==> config.mk <==
export PLATFORM = sky130hd
export DESIGN_NAME = concat_words_substring_match
export DESIGN_NICKNAME = d
export VERILOG_FILES = /design/src/cwsm_pkg.sv /design/src/concat_words_substring_match.sv /design/src/cwsm_mem.sv /design/src/cwsm_seq.sv
export SDC_FILE = /design/constraint.sdc
export NUM_CORES = 1
export LEC_CHECK = 0
export BUFFER_PORTS_ARGS = -buffer_cell sky130_fd_sc_hd__buf_2
export CAP_MARGIN = 20
export CORE_AREA = 4 4 272 274
export CTS_BUF_LIST = sky130_fd_sc_hd__clkbuf_8
export DETAILED_ROUTE_END_ITERATION = 8
export DIE_AREA = 0 0 276 278
export MAX_ROUTING_LAYER = met4
export PLACE_DENSITY = 0.78
export SLEW_MARGIN = 20
export SYNTH_ARGS = -nofsm -noshare
export SYNTH_HDL_FRONTEND = slang
export SYNTH_SLANG_ARGS = --single-unit
==> constraint.sdc <==
create_clock -name clk_i -period 6.59 [get_ports clk_i]
set_input_delay 0.659 -clock clk_i [delete_from_list [all_inputs] [get_ports clk_i]]
set_output_delay 0.659 -clock clk_i [all_outputs]
set_load 0.01 [all_outputs]
==> src/cwsm_pkg.sv <==
// Shared constants, codes and interface types for the concatenated-word matcher.
package cwsm_pkg;

  localparam int unsigned MaxWords    = 8;
  localparam int unsigned MaxWordLen  = 8;
  localparam int unsigned StoreDepth  = MaxWords * MaxWordLen;
  localparam int unsigned AddrW       = $clog2(StoreDepth);
  localparam int unsigned WordIdxW    = $clog2(MaxWords);
  localparam int unsigned ByteIdxW    = $clog2(MaxWordLen);
  localparam int unsigned MaxText     = 65536;
  localparam int unsigned TextPosW    = $clog2(MaxText) + 1;
  localparam int unsigned RegW        = 4;
  localparam int unsigned SpanW       = 2 * RegW;
  localparam int unsigned StartW      = 16;

  // Configuration register indexes.
  localparam logic RegWordLen   = 1'b0;
  localparam logic RegWordCount = 1'b1;

  typedef enum logic [1:0] {
    FuncWord         = 2'd0,
    FuncText         = 2'd1,
    FuncRestartText  = 2'd2,
    FuncRestartWord  = 2'd3
  } func_e;

  // Write side of the word store and the text window.
  typedef struct packed {
    logic             word_we;
    logic [AddrW-1:0] word_addr;
    logic             text_we;
    logic [AddrW-1:0] text_addr;
    logic [7:0]       wdata;
  } mem_wr_t;

  // Read addresses driven by the search sequencer.
  typedef struct packed {
    logic [AddrW-1:0] word_addr;
    logic [AddrW-1:0] text_addr;
  } mem_rd_t;

  // Registered read data returned to the sequencer.
  typedef struct packed {
    logic [7:0] word_byte;
    logic [7:0] text_byte;
  } mem_rdata_t;

endpackage

==> src/concat_words_substring_match.sv <==
// Top level: request handling, configuration, text position and result register.
//
//   channel  direction  handshake                  payload
//   in       input      in_valid_i / in_stall_o    func_i, ch_i
//   out      output     out_valid_o / out_stall_i  match_start_o
//   cfg      input      cfg_we_i                   cfg_idx_i, cfg_wdata_i
//
// Word bytes, restarts and text bytes that do not complete a window start no search.
// A text byte that completes a window runs the search sequencer, whose single byte
// comparator first reads each byte pair and then compares it; in_stall_o is high until
// the sequencer is idle again.
// A found match waits in the sequencer until the result register is free.
// Reset is asynchronous and active low; the word store and window are not cleared.
module concat_words_substring_match
  import cwsm_pkg::*;
(
  input  logic              clk_i,
  input  logic              rst_ni,
  input  logic              in_valid_i,
  output logic              in_stall_o,
  input  logic [1:0]        func_i,
  input  logic [7:0]        ch_i,
  output logic              out_valid_o,
  input  logic              out_stall_i,
  output logic [StartW-1:0] match_start_o,
  input  logic              cfg_we_i,
  input  logic              cfg_idx_i,
  input  logic [RegW-1:0]   cfg_wdata_i
);

  logic [RegW-1:0]     word_len_q, word_len_d;
  logic [RegW-1:0]     word_count_q, word_count_d;
  logic [AddrW-1:0]    load_ptr_q, load_ptr_d;
  logic [TextPosW-1:0] text_pos_q, text_pos_d;
  logic [StartW-1:0]   start_idx_q, start_idx_d;
  logic                out_valid_q, out_valid_d;
  logic [StartW-1:0]   out_data_q, out_data_d;

  logic                accept;
  func_e               func;
  logic [TextPosW-1:0] new_pos;
  logic [TextPosW-1:0] span;
  logic [TextPosW-1:0] start_pos;
  logic                text_ok;
  logic                launch;
  logic                seq_idle;
  logic                seq_match;
  logic                out_free;
  mem_wr_t             mem_wr;
  mem_rd_t             mem_rd;
  mem_rdata_t          mem_rdata;

  function automatic logic [RegW-1:0] clamp_reg(logic [RegW-1:0] v, logic [RegW-1:0] hi);
    logic [RegW-1:0] r;
    if (v == '0) begin
      r = RegW'(1);
    end else if (v > hi) begin
      r = hi;
    end else begin
      r = v;
    end
    return r;
  endfunction

  assign accept     = in_valid_i & ~in_stall_o;
  assign in_stall_o = ~seq_idle;
  assign func       = func_e'(func_i);

  assign span      = TextPosW'(SpanW'(word_len_q) * SpanW'(word_count_q));
  assign new_pos   = text_pos_q + TextPosW'(1);
  assign start_pos = new_pos - span;
  assign text_ok   = accept && (func == FuncText) && (text_pos_q < TextPosW'(MaxText));
  assign launch    = text_ok && (new_pos >= span);

  assign out_free = ~out_valid_q | ~out_stall_i;

  assign mem_wr.word_we   = accept && (func == FuncWord);
  assign mem_wr.word_addr = load_ptr_q;
  assign mem_wr.text_we   = text_ok;
  assign mem_wr.text_addr = text_pos_q[AddrW-1:0];
  assign mem_wr.wdata     = ch_i;

  always_comb begin
    word_len_d   = word_len_q;
    word_count_d = word_count_q;
    if (cfg_we_i) begin
      unique case (cfg_idx_i)
        RegWordLen:   word_len_d   = clamp_reg(cfg_wdata_i, RegW'(MaxWordLen));
        RegWordCount: word_count_d = clamp_reg(cfg_wdata_i, RegW'(MaxWords));
        default:      ;
      endcase
    end
  end

  always_comb begin
    load_ptr_d  = load_ptr_q;
    text_pos_d  = text_pos_q;
    start_idx_d = start_idx_q;
    if (accept) begin
      unique case (func)
        FuncWord:        load_ptr_d = load_ptr_q + AddrW'(1);
        FuncText:        if (text_ok) text_pos_d = new_pos;
        FuncRestartText: text_pos_d = '0;
        FuncRestartWord: load_ptr_d = '0;
        default:         ;
      endcase
    end
    if (launch) begin
      start_idx_d = start_pos[StartW-1:0];
    end
  end

  always_comb begin
    out_valid_d = out_valid_q;
    out_data_d  = out_data_q;
    if (seq_match) begin
      out_valid_d = 1'b1;
      out_data_d  = start_idx_q;
    end else if (!out_stall_i) begin
      out_valid_d = 1'b0;
    end
  end

  always_ff @(posedge clk_i or negedge rst_ni) begin
    if (!rst_ni) begin
      word_len_q   <= RegW'(1);
      word_count_q <= RegW'(1);
      load_ptr_q   <= '0;
      text_pos_q   <= '0;
      out_valid_q  <= 1'b0;
    end else begin
      word_len_q   <= word_len_d;
      word_count_q <= word_count_d;
      load_ptr_q   <= load_ptr_d;
      text_pos_q   <= text_pos_d;
      out_valid_q  <= out_valid_d;
    end
  end

  always_ff @(posedge clk_i) begin
    start_idx_q <= start_idx_d;
    out_data_q  <= out_data_d;
  end

  assign out_valid_o   = out_valid_q;
  assign match_start_o = out_data_q;

  cwsm_mem u_mem (
    .clk_i   (clk_i),
    .wr_i    (mem_wr),
    .rd_i    (mem_rd),
    .rdata_o (mem_rdata)
  );

  cwsm_seq u_seq (
    .clk_i        (clk_i),
    .rst_ni       (rst_ni),
    .start_i      (launch),
    .base_i       (start_pos[AddrW-1:0]),
    .word_len_i   (word_len_q),
    .word_count_i (word_count_q),
    .rdata_i      (mem_rdata),
    .out_free_i   (out_free),
    .rd_o         (mem_rd),
    .idle_o       (seq_idle),
    .match_o      (seq_match)
  );

endmodule

==> src/cwsm_mem.sv <==
// Word store and circular text window, each with one write and one registered read port.
module cwsm_mem
  import cwsm_pkg::*;
(
  input  logic       clk_i,
  input  mem_wr_t    wr_i,
  input  mem_rd_t    rd_i,
  output mem_rdata_t rdata_o
);

  logic [7:0] word_mem [StoreDepth];
  logic [7:0] text_mem [StoreDepth];

  always_ff @(posedge clk_i) begin
    if (wr_i.word_we) begin
      word_mem[wr_i.word_addr] <= wr_i.wdata;
    end
    if (wr_i.text_we) begin
      text_mem[wr_i.text_addr] <= wr_i.wdata;
    end
    rdata_o.word_byte <= word_mem[rd_i.word_addr];
    rdata_o.text_byte <= text_mem[rd_i.text_addr];
  end

endmodule

==> src/cwsm_seq.sv <==
// Search sequencer: checks one window chunk by chunk against the word list with one byte comparator.
module cwsm_seq
  import cwsm_pkg::*;
(
  input  logic             clk_i,
  input  logic             rst_ni,
  input  logic             start_i,
  input  logic [AddrW-1:0] base_i,
  input  logic [RegW-1:0]  word_len_i,
  input  logic [RegW-1:0]  word_count_i,
  input  mem_rdata_t       rdata_i,
  input  logic             out_free_i,
  output mem_rd_t          rd_o,
  output logic             idle_o,
  output logic             match_o
);

  typedef enum logic [4:0] {
    StIdle = 5'b00001,
    StSel  = 5'b00010,
    StRead = 5'b00100,
    StCmp  = 5'b01000,
    StDone = 5'b10000
  } seq_state_e;

  seq_state_e              state_q, state_d;
  logic [WordIdxW-1:0]     c_q, c_d;
  logic [WordIdxW:0]       w_q, w_d;
  logic [ByteIdxW-1:0]     b_q, b_d;
  logic [AddrW-1:0]        cb_q, cb_d;
  logic [AddrW-1:0]        wb_q, wb_d;
  logic [MaxWords-1:0]     used_q, used_d;

  logic [AddrW-1:0]        len_ext;
  logic [ByteIdxW-1:0]     last_byte;
  logic [RegW-1:0]         last_chunk;

  assign len_ext    = AddrW'(word_len_i);
  assign last_byte  = ByteIdxW'(word_len_i - RegW'(1));
  assign last_chunk = word_count_i - RegW'(1);

  assign rd_o.text_addr = cb_q + AddrW'(b_q);
  assign rd_o.word_addr = wb_q + AddrW'(b_q);
  assign idle_o         = (state_q == StIdle);

  always_comb begin
    state_d = state_q;
    c_d     = c_q;
    w_d     = w_q;
    b_d     = b_q;
    cb_d    = cb_q;
    wb_d    = wb_q;
    used_d  = used_q;
    match_o = 1'b0;
    unique case (state_q)
      StIdle: begin
        if (start_i) begin
          c_d     = '0;
          w_d     = '0;
          b_d     = '0;
          wb_d    = '0;
          cb_d    = base_i;
          used_d  = '0;
          state_d = StSel;
        end
      end
      StSel: begin
        // Running out of words means the current chunk has no partner.
        if (RegW'(w_q) >= word_count_i) begin
          state_d = StIdle;
        end else if (used_q[w_q[WordIdxW-1:0]]) begin
          w_d  = w_q + 1'b1;
          wb_d = wb_q + len_ext;
        end else begin
          b_d     = '0;
          state_d = StRead;
        end
      end
      StRead: begin
        state_d = StCmp;
      end
      StCmp: begin
        if (rdata_i.text_byte != rdata_i.word_byte) begin
          w_d     = w_q + 1'b1;
          wb_d    = wb_q + len_ext;
          state_d = StSel;
        end else if (b_q == last_byte) begin
          used_d[w_q[WordIdxW-1:0]] = 1'b1;
          if (RegW'(c_q) == last_chunk) begin
            state_d = StDone;
          end else begin
            c_d     = c_q + 1'b1;
            cb_d    = cb_q + len_ext;
            w_d     = '0;
            wb_d    = '0;
            state_d = StSel;
          end
        end else begin
          b_d     = b_q + 1'b1;
          state_d = StRead;
        end
      end
      StDone: begin
        if (out_free_i) begin
          match_o = 1'b1;
          state_d = StIdle;
        end
      end
      default: begin
        state_d = StIdle;
      end
    endcase
  end

  always_ff @(posedge clk_i or negedge rst_ni) begin
    if (!rst_ni) begin
      state_q <= StIdle;
      c_q     <= '0;
      w_q     <= '0;
      b_q     <= '0;
      cb_q    <= '0;
      wb_q    <= '0;
      used_q  <= '0;
    end else begin
      state_q <= state_d;
      c_q     <= c_d;
      w_q     <= w_d;
      b_q     <= b_d;
      cb_q    <= cb_d;
      wb_q    <= wb_d;
      used_q  <= used_d;
    end
  end

endmodule

After elaboration in Yosys (flattened, before gate mapping)
Memory sizes are Yosys's and may differ from the RTL's. A register that Yosys moved wholly into a read port is not among the register bits.
Cells that the tools add are included.
- bits in registers: 99
- word-level logic and storage cells: 145
- RAM bits: 1024
- input bits: 20
- memories: 2
- equality and inequality tests: 25
- bitwise operators: 7
- order comparisons: 6
- $add $sub $neg: 12
- mux-type cells: 58
- $mul: 1
- reductions and logical operators: 20
- memory list (name ; depth ; bits a word ; read ports ; clocked after memory_dff ; write ports ; RTL line ; text):
    u_mem.text_mem ; 64 ; 8 ; 1 ; 1 ; 1 ; cwsm_mem.sv:12 ; logic [7:0] text_mem [StoreDepth];
    u_mem.word_mem ; 64 ; 8 ; 1 ; 1 ; 1 ; cwsm_mem.sv:11 ; logic [7:0] word_mem [StoreDepth];
- operator list (cell ; count):
    $mux 6 ; 10
    $mux 5 ; 7
    $pmux 17 s2 ; 1
    $mux 4 ; 8
    $pmux 5 s5 ; 1
    $mux 3 ; 8
    $mux 8 ; 3
    $pmux 6 s2 ; 2
    $pmux 6 s3 ; 1
    $add 17x1->17 const B ; 1
    $ge 17x8->1 ; 1
    $lt 17x17->1 const B ; 1
    $mux 17 ; 1
    $ne 2x2->1 const B ; 8
    $pmux 8 s2 ; 1
    $sub 16x8->16 ; 1
    $add 6x3->6 ; 2
    $add 6x4->6 ; 2
    $pmux 4 s3 ; 1
    $reduce_and 6->1 ; 2
    $mux 1 ; 10
    $pmux 3 s3 ; 1
    $mul 4x4->8 ; 1
    $ne 8x8->1 ; 1
    other kinds (37) ; 54

Logic depth before layout (Yosys ltp)
Gate-level depths: netlist of run 1.
- word-level depth: 8
- mapped depth: 21
- depth with buffers taken out: 19

Modules after synthesis
From an unflattened synthesis of run 1, not the netlist that was laid out.
- cell total of the unflattened synthesis: 2474
- area, all modules: 46707.3 µm²
- by module, submodules not included (module ; instances ; sequential area each (µm²) ; area each (µm²) ; cells an instance):
    cwsm_mem ; 1 ; 31069.8 ; 40306.2 ; 1854
    concat_words_substring_match ; 1 ; 1764.2 ; 3653.5 ; 334
    cwsm_seq ; 1 ; 877.1 ; 2747.6 ; 286

Worst setup path before layout of run 1
OpenSTA, ideal clock, no wires.
- path type: reg-to-reg
- start point: register word_len_q[0]
- end point: register u_seq.w_q[0]
- slack: 1.979 ns
- required time: 6.465 ns
- cell stages (with the launch flop): 21
- library setup time: 0.125 ns
- clock period less this slack: 4.611 ns
- arrival: 4.487 ns
- cells stage by stage: dfstp_2 nand2_1 fa_1 inv_1 fa_1 inv_1 fa_1 inv_1 a21o_1 a21oi_1 xor2_1 ha_1 a2111oi_0 a22oi_1 a2111oi_4 a21o_4 buf_8 inv_4 buf_6 o211ai_2 o21ai_1
- cells in the longest elaborated chain, start to end: 5
- elaborated cells on any way between the ends: 8
- those cells by class: 1 x add/sub; 1 x mul; 1 x order compare; 3 x eq/ne; 2 x reduce/logical
- ends and longest elaborated chain (what ; RTL line ; text):
    start: declaration ; concat_words_substring_match.sv:31 ; logic [RegW-1:0] word_len_q, word_len_d;
    start signal: assignment ; concat_words_substring_match.sv:126 ; word_len_q <= RegW'(1);
    start signal: assignment ; concat_words_substring_match.sv:132 ; word_len_q <= word_len_d;
    $mul 4x4->8 ; concat_words_substring_match.sv:69 ; assign span = TextPosW'(SpanW'(word_len_q) * SpanW'(word_count_q));
    $ge 17x8->1 ; concat_words_substring_match.sv:73 ; assign launch = text_ok && (new_pos >= span);
    $logic_and 1x1->1 ; concat_words_substring_match.sv:73 ;
    via launch ; concat_words_substring_match.sv:45 ; logic launch;
    $ne 2x2->1 (no line) ; n/a ;
    $reduce_and 6->1 (no line) ; n/a ;
    end signal: assignment ; cwsm_seq.sv:127 ; w_q <= w_d;
    end: declaration ; cwsm_seq.sv:28 ; logic [WordIdxW:0] w_q, w_d;
The timed path passes the listed nets, and every way through them passes these cells.
A chain may end at the register's enable or synchronous reset.

Worst setup path in the final report of run 1
- start point: register word_len_q[2]
- end point: register u_seq.wb_q[2]
- cells in the longest elaborated chain, start to end: 5
- elaborated cells on any way between the ends: 13
- those cells by class: 2 x add/sub; 1 x mul; 1 x order compare; 3 x eq/ne; 4 x mux; 2 x reduce/logical
- ends and longest elaborated chain (what ; RTL line ; text):
    $mul 4x4->8 ; concat_words_substring_match.sv:69 ;
    $ge 17x8->1 ; concat_words_substring_match.sv:73 ;
    $logic_and 1x1->1 ; concat_words_substring_match.sv:73 ;
    $ne 2x2->1 (no line) ; n/a ;
    $reduce_and 6->1 (no line) ; n/a ;
    end signal: assignment ; cwsm_seq.sv:130 ; wb_q <= wb_d;
    end: declaration ; cwsm_seq.sv:31 ; logic [AddrW-1:0] wb_q, wb_d;
Parallel ways exist; a longest one is shown, timed or not. The select of a mux whose other input is x is not followed.

==> results.yml, run 1 <==
clock_network:
  clk_pin_slew_ps: 70
  cts_setup_buffers: 0
  numCtsBuffers: 176
  insertion_delay_ps: 830
  ctsHoldBuffers: 0
  ctsRootBufferMaster: "clkbuf_8"
  ctsResizeCount: 0
  htreeDepth: 4
  clk_path_buf_depth: 3
  cts_tree: "built"
  clock-sinks: 1139
floorplan:
  pin_count: 38
  die_area_um2: 76700
  die_y_um: 278
  row_count: 98
  core_um2: 71400
  initial_core_util_pct: 64.7
  die_width_um: 276
global_route:
  grt_busiest_layer: "met1"
  grt_pass1_wl_um: 149000
  grt_usage_pct: 26.8
  use_met2_pct: 39.8
  grt_start_max_net_pins: 93
  antenna_found_initial: 1
  grtUsageMet1_pct: 40.1
  grt-ovfl-total: 0
  grt_pass1_vias: 23400
  grt_use_met3_pct: 5.21
power:
  peakVddDrop_uv: 245
  total_power_mw: 18.5
  powerDensity_nw_per_um2: 364
  leakage_nw: 16.5
finish:
  layout-drive-gt1-share_pct: 26.1
  final_common_cell: "edfxtp_1"
  nNetsFinal: 2500
  final_util_pct: 71.2
  areaGrowthSynthToFinish_pct: 9.92
  fillCellCount: 4171
  layout_common_cells: "edfxtp_1, mux4_2, nor2_1, clkbuf_8, inv_1"
sta:
  fin_tns_setup_ps: 0
  skew_ps: 44.0
  finalSetupViolCount: 0
  rsz0062_at_grt: "no"
  drv_slew: 0
  worst_slew_pin_slew_ps: 1140
  slew_headroom_pct: 24.0
  max_freq_mhz: 194
  fin_crit_ps: 5160
  period_share_pct: 78.3
  hold_viol: 0
yosys:
  synthArstFlopShare_pct: 5.88
  synthesis.area_um2: 46200
  syn_inst: 2287
  synth_cell_types: 74
  synth_area_per_cell_um2: 20.2
  syn-num-nets: 2365
  synth_edf_count: 1056
  seq_area_frac_synth_pct: 73.0
  yosysWarnings: 0
  ys_ff_latch: 1139
  synth_ff_type: "edfxtp_1"
routing:
  ant_nets: 0
  drtIter0Drc: 3389
  route.detailed.drc: 0
  post_drt_wl_per_cell_um: 27.8
  vias: 23200
  avgViaCountPerCell: 6.62
  wl_um: 97600
  drt-pass1-iter-count: 9
status:
  status: "finished clean"
setup_path:
  path_max_fanout: 12
  worstSetupEndpointType: "flip-flop"
  r2r_cells: 17
  critPathLaunchType: "flip-flop"
  cpMaxStageDelayCell: "fa_1"
  crit_type: "flip-flop to flip-flop"
  rrSetupSlack_ps: 1430
  required_ps: 7300
  arrival_ps: 5870
  path_cells: "nand2_1 -> fa_1 -> inv_1 -> fa_1 -> inv_1 -> fa_1 -> inv_1 -> a21o_1 -> a21oi_1 -> xor2_1 -> ha_1 -> a2111oi_0 -> a22oi_1 -> a2111oi_4 -> a21o_4 -> nand2_2 -> mux2_1"
  slowest_delay_ps: 560
  r2r-start: "word_len_q[2]"
  regToRegEndpoint: "u_seq.wb_q[2]"
flow_run:
  cap_violations: 0
placement:
  place.gp.congestion: 0.856
  hpwl_um: 61000
  port-buffer-count: 37
hold_path:
  hp-class: "input port to async pin"
==> cells in the mapped netlist (4+ instances only) <==
master | count | area (um2)
o21ai_0 | 47 | 235
nand2_1 | 63 | 236
mux2_1 | 5 | 56.3
xor2_1 | 20 | 175
fa_1 | 9 | 180
and3_1 | 11 | 68.8
nand2b_1 | 10 | 62.6
mux2i_1 | 11 | 110
buf_2 | 32 | 160
dfxtp_1 | 16 | 320
nand4_1 | 8 | 50.1
xnor2_1 | 35 | 307
o31ai_1 | 11 | 82.6
o22ai_1 | 5 | 31.3
inv_1 | 32 | 120
edfxtp_1 | 1056 | 31700
nand3b_1 | 8 | 60.1
a21o_1 | 13 | 97.6
nor2_1 | 188 | 706
clkbuf_1 | 63 | 236
ha_1 | 49 | 613
or3_1 | 8 | 50.1
dfrtp_1 | 64 | 1600
nor3b_1 | 4 | 30.0
nor3_1 | 16 | 80.1
nor2b_1 | 14 | 87.6
buf_1 | 8 | 30.0
o211ai_1 | 4 | 30.0
nand3_1 | 22 | 110
a31o_2 | 4 | 35.0
or2_2 | 4 | 25.0
a31oi_1 | 5 | 31.3
mux4_2 | 336 | 7570
a21oi_1 | 31 | 155
and2_1 | 9 | 56.3
or3b_2 | 5 | 43.8
==> worst max-delay path by stage <==
stage | startpoint | endpoint | slack, ps | cells after the start
final | word_len_q[2] | u_seq.wb_q[2] | 1430 | 17
after global routing | word_len_q[2] | u_seq.wb_q[2] | 1170 | 17
after CTS | word_len_q[2] | u_seq.wb_q[2] | 1470 | 17
after detailed placement | word_len_q[2] | u_seq.wb_q[2] | 1550 | 17
after global placement | word_len_q[2] | u_seq.wb_q[2] | 1620 | 17
after floorplan | word_len_q[0] | u_seq.w_q[0] | 1980 | 20
==> metrics by stage <==
stage	instance area, um2	worst slack, ps	hold WS (ps)	instances
2_1_floorplan	46200	1980	363	2287
3_3_place_gp	47400	1620	406	3192
3_5_place_dp	47400	1550	410	3193
4_1_cts	50700	1470	12.8	3509
5_1_grt	50800	1170	67.8	3511
6_report	50800	1430	28.3	3511
==> kinds of logic (layout without fill, tap and decap cells) <==
group,after synthesis,count (layout),synth area share [%]
flops,1139,1139,73.0
simple gates,385,385,3.94
mux,356,356,16.8
compound gates,153,153,2.17
buf+inv,141,414,1.31
fa+ha+maj,58,58,1.72
xor+xnor,55,55,1.04
other cells,0,1,0
==> report_power, final <==
group	switching, mW	internal [mW]	total [mW]
sequential	0.174	8.08	8.26
combinational	2.34	2.30	4.63
clock	2.74	2.85	5.59
total	5.25	13.2	18.5
==> layout make-up <==
| class | count | area, um2 | area share [%] |
|---|---|---|---|
| multi-input cells | 1007 | 11900 | 23.5 |
| well taps | 950 | 1190 | 2.34 |
| inverters | 33 | 126 | 0.249 |
| clock buffers | 179 | 2460 | 4.85 |
| clock inverters | 137 | 876 | 1.72 |
| flip-flops and latches | 1139 | 33700 | 66.4 |
| repair buffers | 65 | 460 | 0.907 |
| diodes | 1 | 2.50 | 0.00493 |
==> metal layers <==
metal	wire, um	vias to the layer above
li1	-	9653
met1	39100	12100
met2	47300	1310
met3	9730	163
met4	1500	0
met5	0	-
==> flip-flops by register name, summed over array words and instances (netlist names), 5 cells and up <==
name            cells
u_seq.cb_q          6
match_start_o      16
start_idx_q        16
u_seq.wb_q          6
u_mem.rdata_o      16
u_mem.word_mem    512
u_mem.text_mem    512
load_ptr_q          6
u_seq.state_q       5
u_seq.used_q        8
text_pos_q         17
==> worst max-delay path: cells and delay by family (launching register included) <==
family | cells | cell delay, ps
DFF | 1 | 530
muxes | 1 | 370
buffers and inverters | 3 | 180
xor gates and xnor gates | 1 | 150
AOI/OAI and AO/OA | 6 | 1610
and+or+nand+nor | 2 | 340
adders and majority gates | 4 | 1830
Power figures use the tool's default switching activity.
==> run 2: changes to the inputs <==
CORE_AREA = 4 4 285 287   (was 4 4 272 274)
DIE_AREA = 0 0 289 291   (was 0 0 276 278)
PLACE_DENSITY = 0.75   (was 0.78)
clock period = 4.2 ns   (was 6.59 ns; I/O delays follow)
==> results.yml, run 2 (same netlist as run 1, synthesis figures left out) <==
clock_network:
  htreeDepth: 4
  cts_tree: "built"
  ctsRootBufferMaster: "clkbuf_8"
  clk_pin_slew_ps: 60
  numCtsBuffers: 177
  clock-sinks: 1139
  clk_path_buf_depth: 3
  insertion_delay_ps: 840
setup_path:
  slowest_delay_ps: 540
  path_delay_family: "adder cells"
  regToRegEndpoint: "u_seq.wb_q[2]"
  path_max_fanout: 10
  arrival_ps: 5130
  crit_type: "flip-flop to flip-flop"
  worstSetupEndpointType: "flip-flop"
  r2r_cells: 17
  rrSetupSlack_ps: -230
  path_cells: "nand2_2 -> fa_1 -> inv_1 -> fa_1 -> inv_1 -> fa_2 -> inv_2 -> a21o_1 -> a21oi_2 -> xor2_1 -> ha_1 -> a2111oi_4 -> a22oi_2 -> a2111oi_4 -> a21o_4 -> nand2_4 -> mux2_4"
  cp_num_buf_inv: 3
  r2r-start: "word_len_q[0]"
  required_ps: 4900
  cpMaxStageDelayCell: "dfstp_2"
  critPathLaunchType: "flip-flop"
finish:
  nNetsFinal: 2642
  fillCellCount: 4954
  final_common_cell: "edfxtp_1"
  largestRegisters: "u_mem.text_mem (512), u_mem.word_mem (512), text_pos_q (17)"
  final_util_pct: 66.7
  layout_common_cells: "edfxtp_1, mux4_2, nor2_1, clkbuf_8, buf_4"
  areaGrowthSynthToFinish_pct: 13.5
  layout-drive-gt1-share_pct: 30.4
sta:
  max_freq_mhz: 226
  period_share_pct: 105
  fin_crit_ps: 4430
  slew_headroom_pct: 23.2
  skew_ps: 53.6
  drv_slew: 0
  hold_viol: 0
  setup_slack_ps: -231
  hold_ws_ps: 104
  worst_slew_pin_slew_ps: 1140
  finalSetupViolCount: 50
  rsz0062_at_grt: "yes"
power:
  total_power_mw: 29.6
  powerDensity_nw_per_um2: 564
  leakage_nw: 17.4
  peakVddDrop_uv: 351
global_route:
  grt_pass1_wl_um: 152000
  grt-ovfl-total: 0
  grt_start_max_net_pins: 101
  grt_pass1_vias: 23700
  grt_usage_pct: 25.0
  antenna_found_initial: 1
floorplan:
  row_count: 103
  die_y_um: 291
  initial_core_util_pct: 58.8
  pin_count: 38
  core_um2: 78600
  die_area_um2: 84100
  die_width_um: 289
routing:
  post_drt_wl_per_cell_um: 26.4
  vias: 23600
  avgViaCountPerCell: 6.25
  wl_um: 99700
  ant_nets: 0
  drt-pass1-iter-count: 5
  drtIter0Drc: 2600
  route.detailed.drc: 0
hold_path:
  min_from: "func_i[1]"
  hold_depth: 3
  hp-class: "input port to flip-flop"
  worst_hold_path.endpoint: "load_ptr_q[5]"
status:
  status: "finished, violations left"
  violations: "setup timing"
placement:
  port-buffer-count: 37
  hpwl_um: 62900
  place.gp.congestion: 0.877
flow_run:
  cap_violations: 0
## run 2: cell types whose count changed in the layout (fill, tap and decap cells not counted), sizes merged
cell / change
clkinv: +21
buf: +126
dlygate4sd3: +14
bufinv: -1
inv: -3
clkinvlp: +1
clkbuf: -2
diode: +5
## run 2: worst max-delay path by stage
stage                       start            end  slack (ps)  depth (start not counted)
floorplan           word_len_q[0]   u_seq.w_q[0]        -260                         20
CTS                 word_len_q[0]  u_seq.wb_q[2]        -280                         17
detailed placement  word_len_q[0]   u_seq.w_q[0]        -340                         19
global route        word_len_q[0]   u_seq.c_q[1]        -380                         19
global placement    word_len_q[0]   u_seq.w_q[2]        -300                         19
finish              word_len_q[0]  u_seq.wb_q[2]        -230                         17
## run 2: worst reg2reg max path, delay by kind of cell (launching register included)
family / cells / cell delay (ps)
muxes: 1 / 330
xor gates and xnor gates: 1 / 140
DFF: 1 / 540
buffers and inverters: 3 / 160
and+or+nand+nor: 2 / 170
AOI/OAI and AO/OA: 6 / 1280
adders and majority gates: 4 / 1670
## run 2: power by group
part,switching [mW],internal [mW],leakage (nW)
registers,0.223,12.7,10.5
logic,3.94,3.95,4.99
clock network,4.37,4.40,1.88
## run 2: area by class of cell
class	instances	area, um2	area share [%]
Multi-Input combinational cell	1007	12100	23.1
Inverter	33	136	0.260
Timing Repair inverter	1	16.3	0.0310
Tap cell	1050	1310	2.51
Sequential cell	1139	33700	64.3
Clock inverter	154	942	1.80
Clock buffer	177	2440	4.65
Timing Repair Buffer	205	1740	3.33
Antenna cell	6	15.0	0.0286
## run 2: metal layers
metal / part of all wire (%) / GRT usage [%] / vias up
li1: - / - / 9956
met1: 41 / 36.4 / 12300
met2: 49 / 37.4 / 1106
met3: 8.2 / 5.11 / 184
met4: 2.4 / 6.37 / 0
met5: 0 / - / -
## run 2: repair_timing
| action | in CTS | in global routing |
|---|---|---|
| buffers inserted | 3 | 4 |
| setup endpoints to repair | 51 | 55 |
| pin swaps | 10 | 13 |
| hold endpoints to repair | 53 | 0 |
| cloned | 1 | 0 |
| resized for setup | 36 | 20 |
| hold buffers | 14 | 0 |
## run 2: per-stage QoR
step	setup TNS [ps]	setup WS (ps)	area (um2)	instances
finish	-8030	-231	52400	3772
global route	-15350	-384	52400	3771
CTS	-9730	-283	52300	3762
detailed placement	-12020	-342	48600	3413
global placement	-9950	-298	48600	3413
floorplan	-5920	-260	46200	2287
